`config.mk`:
```
export PLATFORM = sky130hd
export DESIGN_NAME = framed_packet_receiver_sum_check
export DESIGN_NICKNAME = d
export VERILOG_FILES = /design/src/rtl/core/frsc_pkg.sv /design/src/rtl/core/frsc_store.sv /design/src/rtl/core/framed_packet_receiver_sum_check.sv
export SDC_FILE = /design/constraint.sdc
export NUM_CORES = 1
export LEC_CHECK = 0
export ABC_CLOCK_PERIOD_IN_PS = 3800
export BUFFER_PORTS_ARGS = -buffer_cell sky130_fd_sc_hd__buf_2
export CELL_PAD_IN_SITES_DETAIL_PLACEMENT = 0
export CELL_PAD_IN_SITES_GLOBAL_PLACEMENT = 2
export CORE_AREA = 5 5 195 197
export DETAILED_ROUTE_END_ITERATION = 10
export DIE_AREA = 0 0 200 202
export PLACE_DENSITY_LB_ADDON = 0.1
export RECOVER_POWER = 100
export SYNTH_ARGS = -nofsm -noshare
export SYNTH_HDL_FRONTEND = slang
export SYNTH_HIERARCHICAL = 1
export SYNTH_SLANG_ARGS = --single-unit
```
`constraint.sdc`:
```
create_clock -name clk -period 3.8 [get_ports clk]
set_input_delay 0.57 -clock clk [delete_from_list [all_inputs] [get_ports clk]]
set_output_delay 0.57 -clock clk [all_outputs]
set_load 0.02 [all_outputs]
```
`src/rtl/core/frsc_pkg.sv`:
```
// Shared types and constants for the framed packet receiver.
package frsc_pkg;

  localparam int BUF_DEPTH_DEF  = 32;
  localparam int ADDR_BYTES_DEF = 1;

  localparam int SLOT_W = 9;   // checksum slot: ADDR_BYTES + 4 + length
  localparam int CMP_W  = 10;  // room for slot + 1
  localparam int POS_W  = 5;
  localparam int IDX_W  = 5;

  localparam logic [7:0] START_BYTE_RST = 8'h68;
  localparam logic [7:0] END_BYTE_RST   = 8'h16;

  localparam logic [1:0] KIND_BYTE    = 2'd0;
  localparam logic [1:0] KIND_RELEASE = 2'd1;
  localparam logic [1:0] KIND_READ    = 2'd2;

  localparam logic [0:0] REG_START = 1'b0;
  localparam logic [0:0] REG_END   = 1'b1;

  typedef struct packed {
    logic [1:0]       kind;
    logic [7:0]       byte_value;
    logic [IDX_W-1:0] read_index;
  } in_t;

  typedef struct packed {
    logic             header_seen;
    logic             byte_stored;
    logic [POS_W-1:0] store_position;
    logic             checksum_seen;
    logic             checksum_bad;
    logic             frame_complete;
    logic             overflow;
    logic [7:0]       read_data;
  } out_t;

endpackage

```
`src/rtl/core/frsc_store.sv`:
```
// Frame byte store: one write port, one registered read port.
module frsc_store #(
  parameter int BUF_DEPTH = frsc_pkg::BUF_DEPTH_DEF
) (
  input  logic                        clk,
  input  logic                        wr_en,
  input  logic [$clog2(BUF_DEPTH)-1:0] wr_addr,
  input  logic [7:0]                  wr_data,
  input  logic                        load,
  input  logic                        rd,
  input  logic [frsc_pkg::IDX_W-1:0]  rd_addr,
  output logic [7:0]                  rd_data
);

  localparam int AW  = $clog2(BUF_DEPTH);
  localparam int RW  = (AW > frsc_pkg::IDX_W) ? AW : frsc_pkg::IDX_W;
  localparam int RW1 = RW + 1;

  logic [7:0]     mem [BUF_DEPTH];
  logic [7:0]     mem_q;
  logic           hit_q;
  logic [RW1-1:0] idx_ext;
  logic           in_range;

  assign idx_ext  = RW1'(rd_addr);
  assign in_range = idx_ext < RW1'(BUF_DEPTH);

  always_ff @(posedge clk) begin
    if (wr_en) begin
      mem[wr_addr] <= wr_data;
    end
  end

  // read data is held with the result until the next request is taken
  always_ff @(posedge clk) begin
    if (load) begin
      mem_q <= mem[idx_ext[AW-1:0]];
      hit_q <= rd && in_range;
    end
  end

  assign rd_data = hit_q ? mem_q : 8'h00;

endmodule

```
`src/rtl/core/framed_packet_receiver_sum_check.sv`:
```
// Framed packet receiver: takes one request per clock (received byte, release or buffer read)
// and returns one result per request in the cycle after it is taken. The frame bytes after the
// start byte go into a single-port-write, registered-read buffer of BUF_DEPTH bytes; frame
// counters, the running 8-bit sum and the status flags live in registers updated in the
// cycle a request is taken. Input stalls only while a finished result waits on a stalled
// output. Start and end byte values are programmable over the APB port (0x0 and 0x4).
module framed_packet_receiver_sum_check #(
  parameter int BUF_DEPTH  = frsc_pkg::BUF_DEPTH_DEF,
  parameter int ADDR_BYTES = frsc_pkg::ADDR_BYTES_DEF
) (
  input  logic               clk,
  input  logic               rst,
  input  logic               in_valid,
  output logic               in_stall,
  input  frsc_pkg::in_t      in_data,
  output logic               out_valid,
  input  logic               out_stall,
  output frsc_pkg::out_t     out_data,
  input  logic               psel,
  input  logic               penable,
  input  logic               pwrite,
  input  logic [2:0]         paddr,
  input  logic [31:0]        pwdata,
  output logic [31:0]        prdata,
  output logic               pready
);

  localparam int AW     = $clog2(BUF_DEPTH);
  localparam int CW     = $clog2(BUF_DEPTH + 1);
  localparam int SLOT_W = frsc_pkg::SLOT_W;
  localparam int CMP_W  = frsc_pkg::CMP_W;

  logic [7:0]        start_byte;
  logic [7:0]        end_byte;

  logic [CW-1:0]     byte_count, byte_count_next;
  logic [7:0]        running_sum, running_sum_next;
  logic [SLOT_W-1:0] checksum_slot, checksum_slot_next;
  logic              hdr, hdr_next;
  logic              cs_seen, cs_seen_next;
  logic              cs_bad, cs_bad_next;
  logic              complete, complete_next;
  logic              ovf, ovf_next;

  logic              accept;
  logic              wr_en;
  logic [CMP_W-1:0]  at_cmp;
  logic [CMP_W-1:0]  slot_cmp;
  logic [7:0]        b;

  frsc_pkg::out_t    res;
  logic [7:0]        rd_data;

  assign accept   = in_valid && !in_stall;
  assign in_stall = out_valid && out_stall;
  assign b        = in_data.byte_value;
  assign at_cmp   = CMP_W'(byte_count);
  assign slot_cmp = CMP_W'(checksum_slot_next);

  // configuration
  assign pready = 1'b1;
  assign prdata = {24'h0, (paddr[2] == frsc_pkg::REG_END) ? end_byte : start_byte};

  always_ff @(posedge clk) begin
    if (rst) begin
      start_byte <= frsc_pkg::START_BYTE_RST;
      end_byte   <= frsc_pkg::END_BYTE_RST;
    end else if (psel && penable && pwrite && pready) begin
      if (paddr[2] == frsc_pkg::REG_END) begin
        end_byte <= pwdata[7:0];
      end else begin
        start_byte <= pwdata[7:0];
      end
    end
  end

  always_comb begin
    byte_count_next    = byte_count;
    running_sum_next   = running_sum;
    checksum_slot_next = checksum_slot;
    hdr_next           = hdr;
    cs_seen_next       = cs_seen;
    cs_bad_next        = cs_bad;
    complete_next      = complete;
    ovf_next           = ovf;
    wr_en              = 1'b0;
    if (accept) begin
      unique case (in_data.kind)
        frsc_pkg::KIND_BYTE: begin
          if (!complete) begin
            if (!hdr) begin
              if (b == start_byte) begin
                hdr_next         = 1'b1;
                running_sum_next = b;
              end
            end else if (byte_count >= CW'(BUF_DEPTH)) begin
              ovf_next = 1'b1;
            end else begin
              wr_en = 1'b1;
              if (at_cmp == CMP_W'(ADDR_BYTES + 3)) begin
                checksum_slot_next = SLOT_W'(ADDR_BYTES + 4) + SLOT_W'(b);
              end
              if (at_cmp > CMP_W'(ADDR_BYTES + 2)) begin
                if (at_cmp == slot_cmp) begin
                  cs_bad_next  = (running_sum != b);
                  cs_seen_next = 1'b1;
                end
                if ((at_cmp == slot_cmp + CMP_W'(1)) && (b == end_byte)) begin
                  complete_next = 1'b1;
                end
              end
              if (!cs_seen_next) begin
                running_sum_next = running_sum + b;
              end
              byte_count_next = byte_count + CW'(1);
            end
          end
        end
        frsc_pkg::KIND_RELEASE: begin
          byte_count_next    = '0;
          running_sum_next   = '0;
          checksum_slot_next = '0;
          hdr_next           = 1'b0;
          cs_seen_next       = 1'b0;
          cs_bad_next        = 1'b0;
          complete_next      = 1'b0;
          ovf_next           = 1'b0;
        end
        default: begin
        end
      endcase
    end
  end

  always_ff @(posedge clk) begin
    if (rst) begin
      byte_count    <= '0;
      running_sum   <= '0;
      checksum_slot <= '0;
      hdr           <= 1'b0;
      cs_seen       <= 1'b0;
      cs_bad        <= 1'b0;
      complete      <= 1'b0;
      ovf           <= 1'b0;
    end else begin
      byte_count    <= byte_count_next;
      running_sum   <= running_sum_next;
      checksum_slot <= checksum_slot_next;
      hdr           <= hdr_next;
      cs_seen       <= cs_seen_next;
      cs_bad        <= cs_bad_next;
      complete      <= complete_next;
      ovf           <= ovf_next;
    end
  end

  // result register; the buffer's read register moves with it
  always_ff @(posedge clk) begin
    if (rst) begin
      out_valid <= 1'b0;
    end else if (accept) begin
      out_valid <= 1'b1;
    end else if (!out_stall) begin
      out_valid <= 1'b0;
    end
  end

  always_ff @(posedge clk) begin
    if (accept) begin
      res.header_seen    <= hdr_next;
      res.byte_stored    <= wr_en;
      res.store_position <= wr_en ? frsc_pkg::POS_W'(byte_count) : '0;
      res.checksum_seen  <= cs_seen_next;
      res.checksum_bad   <= cs_bad_next;
      res.frame_complete <= complete_next;
      res.overflow       <= ovf_next;
      res.read_data      <= 8'h00;
    end
  end

  frsc_store #(
    .BUF_DEPTH (BUF_DEPTH)
  ) u_store (
    .clk     (clk),
    .wr_en   (wr_en),
    .wr_addr (byte_count[AW-1:0]),
    .wr_data (b),
    .load    (accept),
    .rd      (in_data.kind == frsc_pkg::KIND_READ),
    .rd_addr (in_data.read_index),
    .rd_data (rd_data)
  );

  always_comb begin
    out_data           = res;
    out_data.read_data = rd_data;
  end

endmodule

```
-- Word level (Yosys, flattened, before mapping)
Memory sizes are Yosys's and may differ from the RTL's. A register that Yosys moved wholly into a read port is not among the register bits.
Cells that the tools add are included.
- $add $sub $neg: 4
- muxes and demuxes: 63
- reductions and logical operators: 13
- equality and inequality tests: 15
- bitwise logic cells: 1
- $lt $le $gt $ge: 3
- operator list (operator ; number):
    2-to-1 mux 8 bit ; 7
    2-to-1 mux 9 bit ; 5
    2-to-1 mux 1 bit ; 40
    2-to-1 mux 6 bit ; 3
    one-hot mux 9 bit (2 select lines) ; 1
    equality test 8 bit ; 2
    one-hot mux 8 bit (2 select lines) ; 1
    one-hot mux 6 bit (2 select lines) ; 1
    adder 9 x 1 -> 10 bit (second input constant) ; 1
    equality test 6 x 10 -> 1 bit ; 1
    one-hot mux 1 bit (2 select lines) ; 5
    adder 3 x 8 -> 9 bit (first input constant) ; 1
    equality test 6 x 9 -> 1 bit ; 1
    inequality test 3 bit (second input constant) ; 3
    adder 8 bit ; 1
    inequality test 8 bit ; 1
    adder 6 x 1 -> 6 bit (second input constant) ; 1
    equality test 6 x 3 -> 1 bit (second input constant) ; 1
    >= comparator 6 bit (second input constant) ; 1
    > comparator 6 x 2 -> 1 bit (second input constant) ; 1
    logical AND 1 bit ; 6
    < comparator 5 x 6 -> 1 bit (second input constant) ; 1
    inequality test 2 bit (second input constant) ; 3
    AND reduction 6 bit ; 1
    9 further kinds ; 10
- memories kept: 1
- word-level logic and storage cells: 119
- bits of input ports: 57
- RAM bits: 256
- register bits: 57
- output and inout port bits: 54
- memories (name ; words ; width ; read ports ; clocked after Yosys merged registers in ; write ports ; RTL line ; RTL):
    u_store.mem ; 32 ; 8 ; 1 ; 1 ; 1 ; frsc_store.sv:19 ; logic [7:0] mem [BUF_DEPTH];

-- Logic depth before layout (Yosys ltp)
- depth in word-level cells: 20
- depth in mapped cells: 14
- depth with buffers taken out: 13

-- Modules after synthesis
The synthesis kept the hierarchy.
- modules (own cells, without submodules) (module ; area each (µm²) ; seq. area each (µm²) ; cells an instance ; instances):
    frsc_store ; 10213.5 ; 7957.6 ; 426 ; 1
    framed_packet_receiver_sum_check ; 3926.3 ; 1231.2 ; 438 ; 1

-- Least setup slack after synthesis
No wires, ideal clock.
- kind: input-to-reg
- start: input port in_valid
- end: memory u_store.mem[28][0] (enable)
- required time: 3.430 ns
- slack: 0.716 ns
- data arrival time: 2.714 ns
- path buffers: 1
- stages: 7
- setup time: 0.370 ns
- cell sequence: a21bo_4 -> clkinv_2 -> nand2_1 -> nor3_1 -> or3b_2 -> clkbuf_1 -> nor2_1
- cells in the longest elaborated chain, start to end: 4
- RTL lines (what ; RTL line ; RTL):
    from (decl) ; framed_packet_receiver_sum_check.sv:13 ; input logic in_valid,
    logical AND 1 bit ; framed_packet_receiver_sum_check.sv:54 ; assign accept = in_valid && !in_stall;
    net accept ; framed_packet_receiver_sum_check.sv:45 ; logic accept;
    2-to-1 mux 1 bit ; framed_packet_receiver_sum_check.sv:87 ; if (accept) begin
    net wr_en ; framed_packet_receiver_sum_check.sv:46 ; logic wr_en;
    2-to-1 mux 1 bit ; frsc_store.sv:29 ; if (wr_en) begin
    2-to-1 mux 1 bit (implied by the code) ; frsc_store.sv:30 ; mem[wr_addr] <= wr_data;
    to (decl) ; frsc_store.sv:19 ;
The timed path passes the listed nets, and every way through them passes these cells.

-- Worst setup path after layout
- start: input port in_data[5] (netlist bit)
- end: register running_sum[7]
- cells in the longest elaborated chain, start to end: 17
- elaborated cells between the ends (all ways): 25
- classes of those cells: add/sub: 2; eq/ne: 4; mux: 18; reduce/logical: 1
- RTL lines (what ; RTL line ; RTL):
    from (decl) ; framed_packet_receiver_sum_check.sv:15 ; input frsc_pkg::in_t in_data,
    adder 3 x 8 -> 9 bit ; framed_packet_receiver_sum_check.sv:101 ; checksum_slot_next = SLOT_W'(ADDR_BYTES + 4) + SLOT_W'(b);
    2-to-1 mux 9 bit ; framed_packet_receiver_sum_check.sv:100 ; if (at_cmp == CMP_W'(ADDR_BYTES + 3)) begin
    2-to-1 mux 9 bit ; framed_packet_receiver_sum_check.sv:96 ; end else if (byte_count >= CW'(BUF_DEPTH)) begin
    2-to-1 mux 9 bit ; framed_packet_receiver_sum_check.sv:91 ; if (!hdr) begin
    2-to-1 mux 9 bit ; framed_packet_receiver_sum_check.sv:90 ; if (!complete) begin
    one-hot mux 9 bit (2 select lines) ; framed_packet_receiver_sum_check.sv:88 ; unique case (in_data.kind)
    2-to-1 mux 9 bit ; framed_packet_receiver_sum_check.sv:87 ;
    equality test 6 x 9 -> 1 bit ; framed_packet_receiver_sum_check.sv:104 ; if (at_cmp == slot_cmp) begin
    2-to-1 mux 1 bit ; framed_packet_receiver_sum_check.sv:104 ;
    2-to-1 mux 1 bit ; framed_packet_receiver_sum_check.sv:103 ; if (at_cmp > CMP_W'(ADDR_BYTES + 2)) begin
    2-to-1 mux 1 bit ; framed_packet_receiver_sum_check.sv:96 ;
    2-to-1 mux 1 bit ; framed_packet_receiver_sum_check.sv:91 ;
    2-to-1 mux 1 bit ; framed_packet_receiver_sum_check.sv:90 ;
    2-to-1 mux 1 bit ; framed_packet_receiver_sum_check.sv:88 ;
    2-to-1 mux 1 bit ; framed_packet_receiver_sum_check.sv:87 ;
    inequality test 3 bit (no line) ; - ;
    AND reduction 6 bit (no line) ; - ;
    to (signal assigned) ; framed_packet_receiver_sum_check.sv:147 ; running_sum <= running_sum_next;
    to (decl) ; framed_packet_receiver_sum_check.sv:37 ; logic [7:0] running_sum, running_sum_next;
Several ways; a longest one is shown, not always the timed one. The select of a mux whose other input is x is not followed.
A chain may end at the register's enable or synchronous reset.

==> run_results.csv <==
group,metric,value,unit
timing,period_share,90.93,%
logic_synthesis,mappedNetlistArea,14140,µm²
grt,gr-usage-met2,28.66,%
logic_synthesis,synth-async-reset-ratio,0,%
clocking,worst_setup_hold_path_clk_slew,0.06,ns
place,numPlacedInstances,1412,
worst_setup_path,critPathSlowestCell,"clkbuf_1",
final_layout,postLayoutCellArea,16050,µm²
clocking,tritoncts_clock_tree,"built",
clocking,cts_setup_buffers,0,
power,p_leak,5.258,nW
die,die_area,40400,µm²
grt,gr-usage-met1,23.10,%
logic_synthesis,synth_enable_flop_cells,276,
logic_synthesis,yosys_warnings,6,
timing,slew_viol_final,141,
clocking,clk-insertion-delay-late,0.51,ns
grt,top_usage_layer,"met2",
routing,route.antenna.remaining_nets,0,
logic_synthesis,post_synthesis_cell_type_count,75,
worst_setup_path,regToRegEndpoint,"out_data[9]",
worst_setup_path,cp.arrival,3.84,ns
worst_setup_path,critical_path.max_stage_delay,0.75,ns
timing,setup-tns-final,0,ns
final_layout,most-common-layout-cells,"276 x edfxtp_1, 80 x mux4_2, 76 x nor2_1",
routing,via_per_inst,5.244,
hold_path,min_from,"pwdata[1]",
outcome,outcome,"complete, but fails checks",
logic_synthesis,synth_flop_cell,"edfxtp_1",
timing,timing.final.ws_setup,0.3447,ns
grt,number_of_global_route_vias_before_repair,8266,
place,port-buffer-count,59,
worst_setup_path,r2r-start,"byte_count[1]",
clocking,ctsHoldBuffers,0,
routing,route.detailed.drc,0,
final_layout,area_growth_syn_to_layout,13.52,%
worst_setup_path,critPathMostFrequentCell,"clkbuf_1",
logic_synthesis,number_of_standard_cells_after_synthesis,864,
hold_path,timing.hold.worst_path_depth,3,
worst_setup_path,critPathKind,"input port to flop",
power,power-per-cell-area,468.1,nW/µm²
logic_synthesis,syn-mean-instance-area,16.37,µm²
grt,globalRouteMet3Util,3.117,%
timing,final_period_minus_worst_setup_slack,3.455,ns
worst_setup_path,cp-startpoint,"in_data[5]",
grt,grt_first_pass_wirelength,51.61,mm
timing,max_slew_margin,-31.20,%
timing,rsz0062_at_grt,"false",
die,start_util,39.19,%
grt,overflow,0,
timing,fmax,0.2894,GHz
die,core,36080,µm²
worst_setup_path,critical_path_fanouts_max,21,
place,place.gp.congestion,0.8069,
worst_setup_path,timing.critical_path.cells,"clkbuf_1, clkbuf_1, and2_0, o221ai_1, a221o_1, xor2_1, nor3_1, a311oi_1, o221ai_4, mux2_1",
die,die_outline_width,200,µm
clocking,cts.sinks,321,
final_layout,mostFrequentLayoutCell,"edfxtp_1",
final_layout,drive_gt1_share,22.27,%
logic_synthesis,postSynthRegisterBits,321,
final_layout,post_layout_nonfiller_instances,1476,
die,io-pin-count,111,
grt,pin_count_of_the_biggest_net_entering_global_routing,65,
timing,setup_viol,0,
power,irDropWorstVdd,0.2296,mV
timing,worst_slew_pin_slew,1.968,ns
timing,fin_skew,0.01389,ns
logic_synthesis,synth_sequential_area_ratio,64.99,%
routing,detailroute.via_count,7740,
worst_setup_path,rrSetupSlack,0.40,ns
worst_setup_path,critPathCaptureType,"flop",
routing,drt-initial-drc-count,464,
worst_setup_path,worst-endpoint-required,4.19,ns
place,dp_worst_setup_slack,0.3358,ns
final_layout,nets,1050,
hold_path,hold_end,"end_byte[1]",
worst_setup_path,setup.worst_path.start_class,"input port",
hold_path,worst_hold_path_type,"input port to flop",
clocking,h-tree-depth,2,
outcome,violations_in_the_final_reports,"capacitance limit, slew limit",
routing,routed_wirelength_normalized_by_instance_count,23.27,µm
die,die_h,202,µm
die,row_count,70,
place,dpl-instance-area,15210,µm²
grt,antenna_violations_before_repair,2,
grt,grtUsageTotal,17.13,%
clocking,cts_root_buf,"clkbuf_16",
job,maxCapViolations,4,
worst_setup_path,timing.reg2reg.worst_path_depth,13,
clocking,cts_made_buffers,35,
place,place_hpwl,23.32,mm
clocking,ctsResizeCount,0,
routing,postRouteWirelength,34.34,mm
clocking,ctsLongestPathBuffers,3,
timing,timing.final.hold_violations,0,
routing,drt_first_pass_iters,5,
logic make-up after synthesis:
| group | synth area share (%) |
|---|---|
| DFF | 64.99 |
| buffers and inverters | 3.336 |
| other | 0.05311 |
| and+or+nand+nor | 8.008 |
| adders and majority gates | 1.115 |
| AOI/OAI and AO/OA | 4.371 |
| muxes | 15.80 |
| xor gates and xnor gates | 2.336 |
worst max path at each step:
stage	to	slack, ns	cells past startpoint
2_1_floorplan	u_store/mem[28][0]	0.72	7
3_3_place_gp	out_data[9]	0.31	12
3_5_place_dp	out_data[9]	0.34	13
4_1_cts	out_data[9]	0.36	13
5_1_grt	u_store/mem[30][0]	0.08	9
6_report	running_sum[7]	0.34	10
per-stage QoR:
| stage | total power, mW | utilization, % | hold WS [ns] |
|---|---|---|---|
| finish | 7.515 | 44.48 | 0.2927 |
| CTS | 7.639 | 45.15 | 0.2647 |
| detailed placement | 4.422 | 42.16 | 0.4772 |
| global placement | 4.412 | 42.16 | 0.4714 |
| global route | 7.807 | 44.47 | 0.2877 |
| floorplan | 4.254 | - | 0.4429 |
registers in the layout, summed over array words and instances (netlist names):
signal         cells
byte_count         6
checksum_slot      9
complete           1
cs_bad             1
cs_seen            1
end_byte           8
hdr                1
out_data          11
out_valid          1
ovf                1
running_sum        8
start_byte         8
u_store/hit_q      1
u_store/mem      256
u_store/mem_q      8
cell type report:
cell class | count | area, µm²
multi-input combinational | 483 | 4526
fill | 3281 | 20030
inverter | 16 | 61.31
clock inverter | 22 | 162.7
antenna | 2 | 5.005
timing repair buffer | 124 | 606.8
sequential | 321 | 9189
clock buffer | 40 | 915.9
tap | 468 | 585.6
synth_stat cells, types with 9 or more instances:
| cell | count | area [µm²] |
|---|---|---|
| edfxtp_1 | 276 | 8288 |
| mux4_2 | 80 | 1802 |
| nor2_1 | 76 | 285.3 |
| dfxtp_1 | 45 | 900.9 |
| buf_4 | 31 | 232.7 |
| nand2_1 | 28 | 105.1 |
| a21oi_1 | 23 | 115.1 |
| clkbuf_1 | 18 | 67.56 |
| nor2b_1 | 18 | 112.6 |
| xor2_1 | 18 | 157.7 |
| mux2_2 | 17 | 191.4 |
| xnor2_1 | 16 | 140.1 |
| and2_1 | 15 | 93.84 |
| inv_1 | 15 | 56.30 |
| o21ai_0 | 13 | 65.06 |
| mux2i_1 | 12 | 120.1 |
| ha_1 | 11 | 137.6 |
| nor3_1 | 11 | 55.05 |
| nand2b_1 | 10 | 62.56 |
| nand3b_1 | 10 | 75.07 |
| buf_1 | 9 | 33.78 |
| nand3_1 | 9 | 45.04 |
| nor4_1 | 9 | 56.30 |
routing by layer:
| metal | share of wire [%] | wire, µm |
|---|---|---|
| met4 | 2.2 | 771 |
| met5 | 0 | 0 |
| met1 | 43 | 14720 |
| met2 | 50 | 17150 |
| met3 | 4.9 | 1696 |
report_power, final:
part | internal (mW) | leakage, nW | switching [mW]
combinational | 0.174 | 1.87 | 0.290
sequential | 3.85 | 2.86 | 0.0134
clock | 1.86 | 0.527 | 1.32
total | 5.89 | 5.26 | 1.63
critical path, delay by kind of cell:
kind            cells  cell delay [ns]
buf+inv             2             0.97
mux                 1             0.38
simple gates        2             0.46
compound gates      4             1.27
xor+xnor            1             0.18
Note: power is estimated with default switching activity, not from simulation.
